--- config.mk ---
export PLATFORM = sky130hd
export DESIGN_NAME = color_window_centroid
export DESIGN_NICKNAME = d
export VERILOG_FILES = /design/src/sv/cwc_pkg.sv /design/src/sv/cwc_front.sv /design/src/sv/cwc_queue.sv /design/src/sv/cwc_back.sv /design/src/sv/color_window_centroid.sv
export SDC_FILE = /design/constraint.sdc
export NUM_CORES = 1
export LEC_CHECK = 0
export ABC_CLOCK_PERIOD_IN_PS = 12750
export BUFFER_PORTS_ARGS = -buffer_cell sky130_fd_sc_hd__buf_2
export CELL_PAD_IN_SITES_DETAIL_PLACEMENT = 0
export CELL_PAD_IN_SITES_GLOBAL_PLACEMENT = 2
export CORE_MARGIN = 4
export CORE_UTILIZATION = 30
export DETAILED_ROUTE_END_ITERATION = 10
export GPL_ROUTABILITY_DRIVEN = 1
export PLACE_DENSITY = 0.7
export SYNTH_ARGS = -nofsm -noshare
export SYNTH_HDL_FRONTEND = slang
export SYNTH_HIERARCHICAL = 1
export SYNTH_SLANG_ARGS = --single-unit
--- constraint.sdc ---
create_clock -name clk -period 12.75 [get_ports clk]
set_input_delay 1.9125 -clock clk [delete_from_list [all_inputs] [get_ports clk]]
set_output_delay 1.9125 -clock clk [all_outputs]
set_load 0.02 [all_outputs]
--- src/sv/cwc_pkg.sv ---
// ----------------------------------------------------------------------------
// cwc_pkg
// Shared widths, register indexes and the frame totals record for the
// colour window centroid block.
// ----------------------------------------------------------------------------
package cwc_pkg;

    // field widths
    localparam int PIXEL_W     = 8;
    localparam int COORD_W     = 11;
    localparam int SUM_W       = 33;
    localparam int COUNT_W     = 23;
    localparam int QUOT_W      = COORD_W;
    localparam int CFG_INDEX_W = 3;
    localparam int CFG_DATA_W  = 8;

    // image extent, pixels at or beyond it never match
    localparam int MAX_COLUMNS = 2048;
    localparam int MAX_ROWS    = 2048;

    // frame totals waiting between the accumulator and the divider
    localparam int QUEUE_DEPTH = 2;

    // reset values of the bound registers
    localparam logic [CFG_DATA_W-1:0] BLUE_LOW_RST   = 8'd20;
    localparam logic [CFG_DATA_W-1:0] BLUE_HIGH_RST  = 8'd50;
    localparam logic [CFG_DATA_W-1:0] GREEN_LOW_RST  = 8'd100;
    localparam logic [CFG_DATA_W-1:0] GREEN_HIGH_RST = 8'd130;
    localparam logic [CFG_DATA_W-1:0] RED_LOW_RST    = 8'd100;
    localparam logic [CFG_DATA_W-1:0] RED_HIGH_RST   = 8'd130;

    // register indexes on the configuration port
    typedef enum logic [CFG_INDEX_W-1:0] {
        REG_BLUE_LOW   = 3'd0,
        REG_BLUE_HIGH  = 3'd1,
        REG_GREEN_LOW  = 3'd2,
        REG_GREEN_HIGH = 3'd3,
        REG_RED_LOW    = 3'd4,
        REG_RED_HIGH   = 3'd5
    } cfg_reg_t;

    // totals of one finished frame
    typedef struct packed {
        logic [SUM_W-1:0]   sum_x;
        logic [SUM_W-1:0]   sum_y;
        logic [COUNT_W-1:0] count;
        logic               bad;
    } frame_totals_t;

endpackage

--- src/sv/cwc_front.sv ---
// ----------------------------------------------------------------------------
// cwc_front
// Bound registers, pixel classification and running sums; hands the totals
// of each frame on at its last pixel.
// ----------------------------------------------------------------------------
module cwc_front (
    input  logic                              clk,
    input  logic                              rst_n,
    input  logic                              cfg_write,
    input  logic [cwc_pkg::CFG_INDEX_W-1:0]   cfg_index,
    input  logic [cwc_pkg::CFG_DATA_W-1:0]    cfg_data,
    input  logic                              pix_accept,
    input  logic [cwc_pkg::PIXEL_W-1:0]       blue_value,
    input  logic [cwc_pkg::PIXEL_W-1:0]       green_value,
    input  logic [cwc_pkg::PIXEL_W-1:0]       red_value,
    input  logic [cwc_pkg::COORD_W-1:0]       pixel_x,
    input  logic [cwc_pkg::COORD_W-1:0]       pixel_y,
    input  logic                              frame_end,
    output logic                              totals_push,
    output cwc_pkg::frame_totals_t            totals
);
    import cwc_pkg::*;

    logic [CFG_DATA_W-1:0] blue_low_reg, blue_high_reg;
    logic [CFG_DATA_W-1:0] green_low_reg, green_high_reg;
    logic [CFG_DATA_W-1:0] red_low_reg, red_high_reg;

    logic [SUM_W-1:0]   sum_x_reg, sum_x_next;
    logic [SUM_W-1:0]   sum_y_reg, sum_y_next;
    logic [COUNT_W-1:0] count_reg, count_next;

    logic [SUM_W:0]     sum_x_ext, sum_y_ext;
    logic [SUM_W-1:0]   sum_x_upd, sum_y_upd;
    logic [COUNT_W-1:0] count_upd;
    logic               colour_hit, in_image, take;

    // bound registers
    always_ff @(posedge clk or negedge rst_n)
    begin
        if (!rst_n)
        begin
            blue_low_reg   <= BLUE_LOW_RST;
            blue_high_reg  <= BLUE_HIGH_RST;
            green_low_reg  <= GREEN_LOW_RST;
            green_high_reg <= GREEN_HIGH_RST;
            red_low_reg    <= RED_LOW_RST;
            red_high_reg   <= RED_HIGH_RST;
        end
        else if (cfg_write)
        begin
            unique case (cfg_reg_t'(cfg_index))
                REG_BLUE_LOW:   blue_low_reg   <= cfg_data;
                REG_BLUE_HIGH:  blue_high_reg  <= cfg_data;
                REG_GREEN_LOW:  green_low_reg  <= cfg_data;
                REG_GREEN_HIGH: green_high_reg <= cfg_data;
                REG_RED_LOW:    red_low_reg    <= cfg_data;
                REG_RED_HIGH:   red_high_reg   <= cfg_data;
                default:        ;
            endcase
        end
    end

    // strict window test on every channel and image extent
    assign colour_hit = (blue_value  > blue_low_reg)  && (blue_value  < blue_high_reg)  &&
                        (green_value > green_low_reg) && (green_value < green_high_reg) &&
                        (red_value   > red_low_reg)   && (red_value   < red_high_reg);
    assign in_image   = ({21'd0, pixel_x} < 32'(MAX_COLUMNS)) &&
                        ({21'd0, pixel_y} < 32'(MAX_ROWS));

    // accumulate unless a sum or the count would overflow
    assign sum_x_ext = {1'b0, sum_x_reg} + (SUM_W+1)'(pixel_x);
    assign sum_y_ext = {1'b0, sum_y_reg} + (SUM_W+1)'(pixel_y);
    assign take      = colour_hit && in_image && !(&count_reg) &&
                       !sum_x_ext[SUM_W] && !sum_y_ext[SUM_W];

    assign sum_x_upd = take ? sum_x_ext[SUM_W-1:0] : sum_x_reg;
    assign sum_y_upd = take ? sum_y_ext[SUM_W-1:0] : sum_y_reg;
    assign count_upd = take ? count_reg + COUNT_W'(1) : count_reg;

    // clear after the last pixel of a frame
    always_comb
    begin
        sum_x_next = sum_x_reg;
        sum_y_next = sum_y_reg;
        count_next = count_reg;
        if (pix_accept)
        begin
            sum_x_next = frame_end ? '0 : sum_x_upd;
            sum_y_next = frame_end ? '0 : sum_y_upd;
            count_next = frame_end ? '0 : count_upd;
        end
    end

    always_ff @(posedge clk or negedge rst_n)
    begin
        if (!rst_n)
        begin
            sum_x_reg <= '0;
            sum_y_reg <= '0;
            count_reg <= '0;
        end
        else
        begin
            sum_x_reg <= sum_x_next;
            sum_y_reg <= sum_y_next;
            count_reg <= count_next;
        end
    end

    // frame totals towards the divider
    assign totals_push  = pix_accept && frame_end;
    assign totals.sum_x = sum_x_upd;
    assign totals.sum_y = sum_y_upd;
    assign totals.count = count_upd;
    assign totals.bad   = (blue_low_reg  > blue_high_reg)  ||
                          (green_low_reg > green_high_reg) ||
                          (red_low_reg   > red_high_reg);

endmodule

--- src/sv/cwc_queue.sv ---
// ----------------------------------------------------------------------------
// cwc_queue
// Short queue of frame totals between the accumulator and the divider.
// ----------------------------------------------------------------------------
module cwc_queue (
    input  logic                   clk,
    input  logic                   rst_n,
    input  logic                   push,
    input  cwc_pkg::frame_totals_t push_data,
    output logic                   q_full,
    input  logic                   pull,
    output cwc_pkg::frame_totals_t pull_data,
    output logic                   q_empty
);
    import cwc_pkg::*;

    localparam int PTR_W  = (QUEUE_DEPTH > 1) ? $clog2(QUEUE_DEPTH) : 1;
    localparam int FILL_W = $clog2(QUEUE_DEPTH + 1);

    frame_totals_t        entry_reg [QUEUE_DEPTH];
    logic [PTR_W-1:0]     wr_ptr_reg, rd_ptr_reg;
    logic [FILL_W-1:0]    fill_reg;
    logic                 do_push, do_pull;

    assign q_full    = (fill_reg == FILL_W'(QUEUE_DEPTH));
    assign q_empty   = (fill_reg == '0);
    assign do_push   = push && !q_full;
    assign do_pull   = pull && !q_empty;
    assign pull_data = entry_reg[rd_ptr_reg];

    // storage, written at the tail
    always_ff @(posedge clk)
    begin
        if (do_push)
        begin
            entry_reg[wr_ptr_reg] <= push_data;
        end
    end

    // pointers and fill level
    always_ff @(posedge clk or negedge rst_n)
    begin
        if (!rst_n)
        begin
            wr_ptr_reg <= '0;
            rd_ptr_reg <= '0;
            fill_reg   <= '0;
        end
        else
        begin
            if (do_push)
            begin
                wr_ptr_reg <= (wr_ptr_reg == PTR_W'(QUEUE_DEPTH - 1)) ? '0
                                                                      : wr_ptr_reg + PTR_W'(1);
            end
            if (do_pull)
            begin
                rd_ptr_reg <= (rd_ptr_reg == PTR_W'(QUEUE_DEPTH - 1)) ? '0
                                                                      : rd_ptr_reg + PTR_W'(1);
            end
            if (do_push && !do_pull)
            begin
                fill_reg <= fill_reg + FILL_W'(1);
            end
            else if (do_pull && !do_push)
            begin
                fill_reg <= fill_reg - FILL_W'(1);
            end
        end
    end

endmodule

--- src/sv/cwc_back.sv ---
// ----------------------------------------------------------------------------
// cwc_back
// Restoring divider for both centroid coordinates, one quotient bit per
// cycle, and the result register.
// ----------------------------------------------------------------------------
module cwc_back (
    input  logic                          clk,
    input  logic                          rst_n,
    input  logic                          totals_empty,
    input  cwc_pkg::frame_totals_t        totals,
    output logic                          totals_pull,
    input  logic                          pop,
    output logic                          empty,
    output logic                          target_found,
    output logic [cwc_pkg::COORD_W-1:0]   center_x,
    output logic [cwc_pkg::COORD_W-1:0]   center_y,
    output logic [cwc_pkg::COUNT_W-1:0]   match_count,
    output logic                          bounds_invalid
);
    import cwc_pkg::*;

    localparam int STEP_W = $clog2(QUOT_W);

    typedef enum logic [1:0] {
        ST_IDLE,
        ST_DIVIDE,
        ST_HOLD
    } state_t;

    state_t              state_reg;
    logic [STEP_W-1:0]   step_reg;
    logic [SUM_W-1:0]    rem_x_reg, rem_y_reg, div_reg;
    logic [QUOT_W-1:0]   quot_x_reg, quot_y_reg;
    logic [COUNT_W-1:0]  count_reg;
    logic                bad_reg;
    logic                out_valid_reg;
    logic                found_reg;
    logic [COORD_W-1:0]  center_x_reg, center_y_reg;
    logic [COUNT_W-1:0]  match_count_reg;
    logic                bounds_invalid_reg;

    logic                ge_x, ge_y, slot_free, load_result;

    // one trial subtraction per coordinate
    assign ge_x        = (rem_x_reg >= div_reg);
    assign ge_y        = (rem_y_reg >= div_reg);
    assign slot_free   = !out_valid_reg || pop;
    assign load_result = (state_reg == ST_HOLD) && slot_free;

    assign totals_pull = (state_reg == ST_IDLE) && !totals_empty;

    // sequencer, datapath and result register
    always_ff @(posedge clk or negedge rst_n)
    begin
        if (!rst_n)
        begin
            state_reg          <= ST_IDLE;
            step_reg           <= '0;
            rem_x_reg          <= '0;
            rem_y_reg          <= '0;
            div_reg            <= '0;
            quot_x_reg         <= '0;
            quot_y_reg         <= '0;
            count_reg          <= '0;
            bad_reg            <= 1'b0;
            out_valid_reg      <= 1'b0;
            found_reg          <= 1'b0;
            center_x_reg       <= '0;
            center_y_reg       <= '0;
            match_count_reg    <= '0;
            bounds_invalid_reg <= 1'b0;
        end
        else
        begin
            // result register occupancy
            if (load_result)
            begin
                out_valid_reg <= 1'b1;
            end
            else if (pop && out_valid_reg)
            begin
                out_valid_reg <= 1'b0;
            end
            unique case (state_reg)
                ST_IDLE:
                begin
                    if (!totals_empty)
                    begin
                        rem_x_reg <= totals.sum_x;
                        rem_y_reg <= totals.sum_y;
                        div_reg   <= SUM_W'({totals.count, {(QUOT_W-1){1'b0}}});
                        count_reg <= totals.count;
                        bad_reg   <= totals.bad;
                        step_reg  <= STEP_W'(QUOT_W - 1);
                        state_reg <= ST_DIVIDE;
                    end
                end
                ST_DIVIDE:
                begin
                    if (ge_x)
                    begin
                        rem_x_reg <= rem_x_reg - div_reg;
                    end
                    if (ge_y)
                    begin
                        rem_y_reg <= rem_y_reg - div_reg;
                    end
                    quot_x_reg <= {quot_x_reg[QUOT_W-2:0], ge_x};
                    quot_y_reg <= {quot_y_reg[QUOT_W-2:0], ge_y};
                    div_reg    <= div_reg >> 1;
                    if (step_reg == '0)
                    begin
                        state_reg <= ST_HOLD;
                    end
                    else
                    begin
                        step_reg <= step_reg - STEP_W'(1);
                    end
                end
                ST_HOLD:
                begin
                    // no match means the quotient is meaningless
                    if (slot_free)
                    begin
                        found_reg          <= (count_reg != '0);
                        center_x_reg       <= (count_reg != '0) ? quot_x_reg : '0;
                        center_y_reg       <= (count_reg != '0) ? quot_y_reg : '0;
                        match_count_reg    <= count_reg;
                        bounds_invalid_reg <= bad_reg;
                        state_reg          <= ST_IDLE;
                    end
                end
                default:
                begin
                    state_reg <= ST_IDLE;
                end
            endcase
        end
    end

    assign empty          = !out_valid_reg;
    assign target_found   = found_reg;
    assign center_x       = center_x_reg;
    assign center_y       = center_y_reg;
    assign match_count    = match_count_reg;
    assign bounds_invalid = bounds_invalid_reg;

endmodule

--- src/sv/color_window_centroid.sv ---
// ----------------------------------------------------------------------------
// color_window_centroid
// Colour window blob centroid: counts pixels inside per-channel bounds and
// gives the mean position of the matches at the end of each frame.
// ----------------------------------------------------------------------------
//  channel   handshake             contents
//  pixel     push / full           blue, green, red, x, y, frame_end
//  result    empty / pop           found, centre x/y, count, bounds flag
//  config    cfg_write (no wait)   cfg_index selects bound, cfg_data
//
//  One pixel per clock is taken while full is low; each request is
//  classified and summed in the cycle it is accepted.
//  With the divider free, the totals of a frame, once its last pixel's
//  request is accepted, pass through the queue into the divider, through
//  eleven divide steps of one quotient bit each and into the result
//  register; an unpopped result holds the divider back. Two finished frames
//  can wait ahead of the divider; full rises while both slots are taken.
//  Reset restores the default bounds.
// ----------------------------------------------------------------------------
module color_window_centroid (
    input  logic                              clk,
    input  logic                              rst_n,
    input  logic                              cfg_write,
    input  logic [cwc_pkg::CFG_INDEX_W-1:0]   cfg_index,
    input  logic [cwc_pkg::CFG_DATA_W-1:0]    cfg_data,
    input  logic                              push,
    output logic                              full,
    input  logic [cwc_pkg::PIXEL_W-1:0]       blue_value,
    input  logic [cwc_pkg::PIXEL_W-1:0]       green_value,
    input  logic [cwc_pkg::PIXEL_W-1:0]       red_value,
    input  logic [cwc_pkg::COORD_W-1:0]       pixel_x,
    input  logic [cwc_pkg::COORD_W-1:0]       pixel_y,
    input  logic                              frame_end,
    output logic                              empty,
    input  logic                              pop,
    output logic                              target_found,
    output logic [cwc_pkg::COORD_W-1:0]       center_x,
    output logic [cwc_pkg::COORD_W-1:0]       center_y,
    output logic [cwc_pkg::COUNT_W-1:0]       match_count,
    output logic                              bounds_invalid
);
    import cwc_pkg::*;

    logic          pix_accept;
    logic          totals_push, totals_pull, totals_empty;
    frame_totals_t front_totals, back_totals;

    assign pix_accept = push && !full;

    // classification and accumulation
    cwc_front u_front (
        .clk         (clk),
        .rst_n       (rst_n),
        .cfg_write   (cfg_write),
        .cfg_index   (cfg_index),
        .cfg_data    (cfg_data),
        .pix_accept  (pix_accept),
        .blue_value  (blue_value),
        .green_value (green_value),
        .red_value   (red_value),
        .pixel_x     (pixel_x),
        .pixel_y     (pixel_y),
        .frame_end   (frame_end),
        .totals_push (totals_push),
        .totals      (front_totals)
    );

    // frame totals waiting for the divider
    cwc_queue u_queue (
        .clk       (clk),
        .rst_n     (rst_n),
        .push      (totals_push),
        .push_data (front_totals),
        .q_full    (full),
        .pull      (totals_pull),
        .pull_data (back_totals),
        .q_empty   (totals_empty)
    );

    // division and result register
    cwc_back u_back (
        .clk            (clk),
        .rst_n          (rst_n),
        .totals_empty   (totals_empty),
        .totals         (back_totals),
        .totals_pull    (totals_pull),
        .pop            (pop),
        .empty          (empty),
        .target_found   (target_found),
        .center_x       (center_x),
        .center_y       (center_y),
        .match_count    (match_count),
        .bounds_invalid (bounds_invalid)
    );

endmodule

==> metrics.yaml <==
outcome:
  outcome: "finished, final reports clean"
final_layout:
  largest_reg_flops: 180
  seqCellArea_um2: 13900
  layout-drive-gt1-share_pct: 12.9
  nFillCells: 10100
  multi_input_area_um2: 14700
  nNetsFinal: 3350
  diodes: 0
  stdcell_count: 4460
  areaGrowthSynthToFinish_pct: 12.9
synthesis:
  synth.distinct_cells: 90
  synth_async_sr_flop_share_pct: 65.4
  synth-main-ff-cell: "dfrtp_1"
  syn_nets: 3304
  synth-edff-count: 180
  synth_cells: 3076
  synth-seq-area-share_pct: 46.4
  ys_seq_elements: 520
  syn_area_um2: 30000
  yosysWarningCount: 6
  synth.avg_cell_area_um2: 9.75
timing:
  fin_tns_setup_ns: 0
  finalSetupViolCount: 0
  relSlewSlack_pct: 23.1
  fin_crit_sh_pct: 42.9
  period_minus_slack_ns: 5.47
  rsz0062_at_grt: "false"
  worst_pin_slew_ns: 1.15
  hold_viol_final: 0
  whs_ns: 0.469
  finClkSkew_ns: 0.0400
  fmax_ghz: 0.183
  final_max_slew_viol_count: 0
  finalWorstSetupSlack_ns: 7.28
clocking:
  cts_made_buffers: 66
  clk_path_buf_depth: 3
  cts_root_buf: "clkbuf_16"
  clkSlewWorstSetupHoldPaths_ns: 0.06
  clk_latency_ns: 0.63
  cts_hold_buf: 0
  htreeDepth: 3
  postCtsResizedCells: 0
  cts_tree: "done"
  cts_sinks: 520
  postCtsSetupRepairBufs: 0
die:
  die_h_um: 324
  io-pin-count: 112
  placementRows: 115
  core_area_um2: 98900
  die_area_um2: 105000
  die_w_um: 324
  start_util_pct: 30.4
grt:
  grt_max_degree: 136
  grt_pass1_wl_um: 140000
  grt_usage_pct: 17.3
  grt_antenna_before_repair: 1
  grt_pass1_vias: 22200
  grt_overflow: 0
placed_design:
  io_buffers: 111
  dpl.hpwl_um: 63900
  place_ws_ns: 6.74
  gp_congestion: 0.833
  dp.cells: 4341
worst_setup_path:
  worstPathArrival_ns: 5.83
  critPathMaxFanout: 35
  path_cells: "buf_2 > ha_1 > a22oi_1 > o211ai_1 > nor4_1 > o31a_1 > and4_1 > nand3_2 > buf_4 > nor4_1 > xnor2_1"
  worstReg2RegEnd: "u_queue/entry_reg[0][5]"
  rr_worst_depth: 9
  path_common_cell: "nor4_1"
  end_kind: "flop"
  r2r_setup_slack_ns: 7.92
  critPathLaunchType: "input port"
  r2r-start: "u_front/sum_y_reg[16]"
  worst-setup-path-type: "input port to flop"
  max_stage_delay_ns: 0.71
  required_ns: 13.11
  cp_slowest_cell: "and4_1"
drt:
  drcViolationCount: 0
  drt-pass1-iter-count: 7
  routedWlPerCell_um: 20.5
  viasPerCell: 5.13
  ant_nets: 0
  drt_iter0_drc: 1742
  via_count: 22900
  routed_wl_um: 91400
worst_hold_path:
  hold-path-cell-count: 2
  whs_endpoint: "u_back/match_count[17]"
  hold_path.class: "flop to flop"
  worstHoldStart: "u_back/match_count[17]"
power:
  leakage_uw: 0.0146
  power_density_nw_per_um2: 273
  ir_drop_mv: 0.123
flow_run:
  maxCapViolCount: 0
-- synth_stat cells (all sizes together) (55+ instances only) --
master	count	share of area [%]
nand2	538	6.7
a21oi	149	2.5
edfxtp	180	18
o21ai	175	3.0
nor2	195	2.4
ha	161	6.7
nand3	109	1.9
inv	154	1.9
buf	55	1.5
clkbuf	105	1.3
nor3	80	1.4
xnor2	86	2.5
mux2	111	5.3
dfrtp	325	27
-- power by group --
group | internal [uW] | switching, uW | total [uW]
clock | 1180 | 753 | 1930
combinational | 1810 | 2900 | 4710
sequential | 2290 | 336 | 2620
total | 5280 | 3990 | 9260
-- logic make-up (layout without fill, tap and decap cells) --
group,Yosys count,in the layout,share of synthesized area (%)
multiplexers,122,122,5.65
XOR/XNOR,137,137,4.00
adder cells (fa/ha/maj),165,165,6.98
AO/OA/AOI/OAI,664,664,14.4
buffers and inverters,314,411,4.70
AND/OR/NAND/NOR,1154,1154,17.8
flip-flops,520,520,46.4
-- cell usage in the layout, fill, tap and decap left out, types with 69 or more instances in the layout --
cell type  instances
ha_1             161
nand3_1          104
inv_1            152
nor2_1           193
mux2_4            89
a21oi_1          149
buf_2            110
o21ai_0          172
clkbuf_16         69
xnor2_1           86
dfrtp_1          324
nor3_1            78
nand2_1          537
edfxtp_1         180
-- how the worst max path moves through the flow --
stage                         from                  endpoint  slack [ns]  cells past startpoint
floorplan                     push   u_queue/entry_reg[0][0]        5.83                      6
global placement    green_value[7]  u_queue/entry_reg[0][11]        6.75                     11
detailed placement  green_value[7]  u_queue/entry_reg[0][73]        6.74                     11
CTS                 green_value[7]  u_queue/entry_reg[0][73]        7.40                     11
global route            pixel_y[3]  u_queue/entry_reg[1][11]        7.11                     11
finish              green_value[7]  u_queue/entry_reg[1][11]        7.28                     11
-- per-layer routing --
metal	part of all wire [%]	vias to the layer above	global-route usage (%)
met5	0	-	0
met1	50	11100	25.5
met4	2.4	0	4.69
met3	4.6	115	2.91
li1	-	11100	-
met2	43	521	26.1
-- critical path: cells and delay by family --
kind | cells | cell delay, ns
AO/OA/AOI/OAI | 3 | 0.58
XOR/XNOR | 1 | 0.13
adder cells (fa/ha/maj) | 1 | 0.36
buffers and inverters | 2 | 0.62
AND/OR/NAND/NOR | 4 | 2.19
-- metrics by stage --
| stage | area (um2) | utilization (%) | power, uW |
|---|---|---|---|
| CTS | 33900 | 34.3 | 9350 |
| global placement | 31700 | 32.0 | 7370 |
| floorplan | 30000 | - | 6090 |
| detailed placement | 31700 | 32.0 | 7360 |
| finish | 33900 | 34.3 | 9260 |
| global route | 33900 | 34.3 | 10000 |
-- layout make-up --
class | instances | area share [%]
inverters | 154 | 1.71
multi-input cells | 2242 | 43.5
flip-flops and latches | 520 | 41.1
well taps | 1287 | 4.75
clock inverters | 25 | 0.868
repair buffers | 138 | 2.30
clock buffers | 94 | 5.70
No activity file was read; power rests on OpenSTA's default activity.
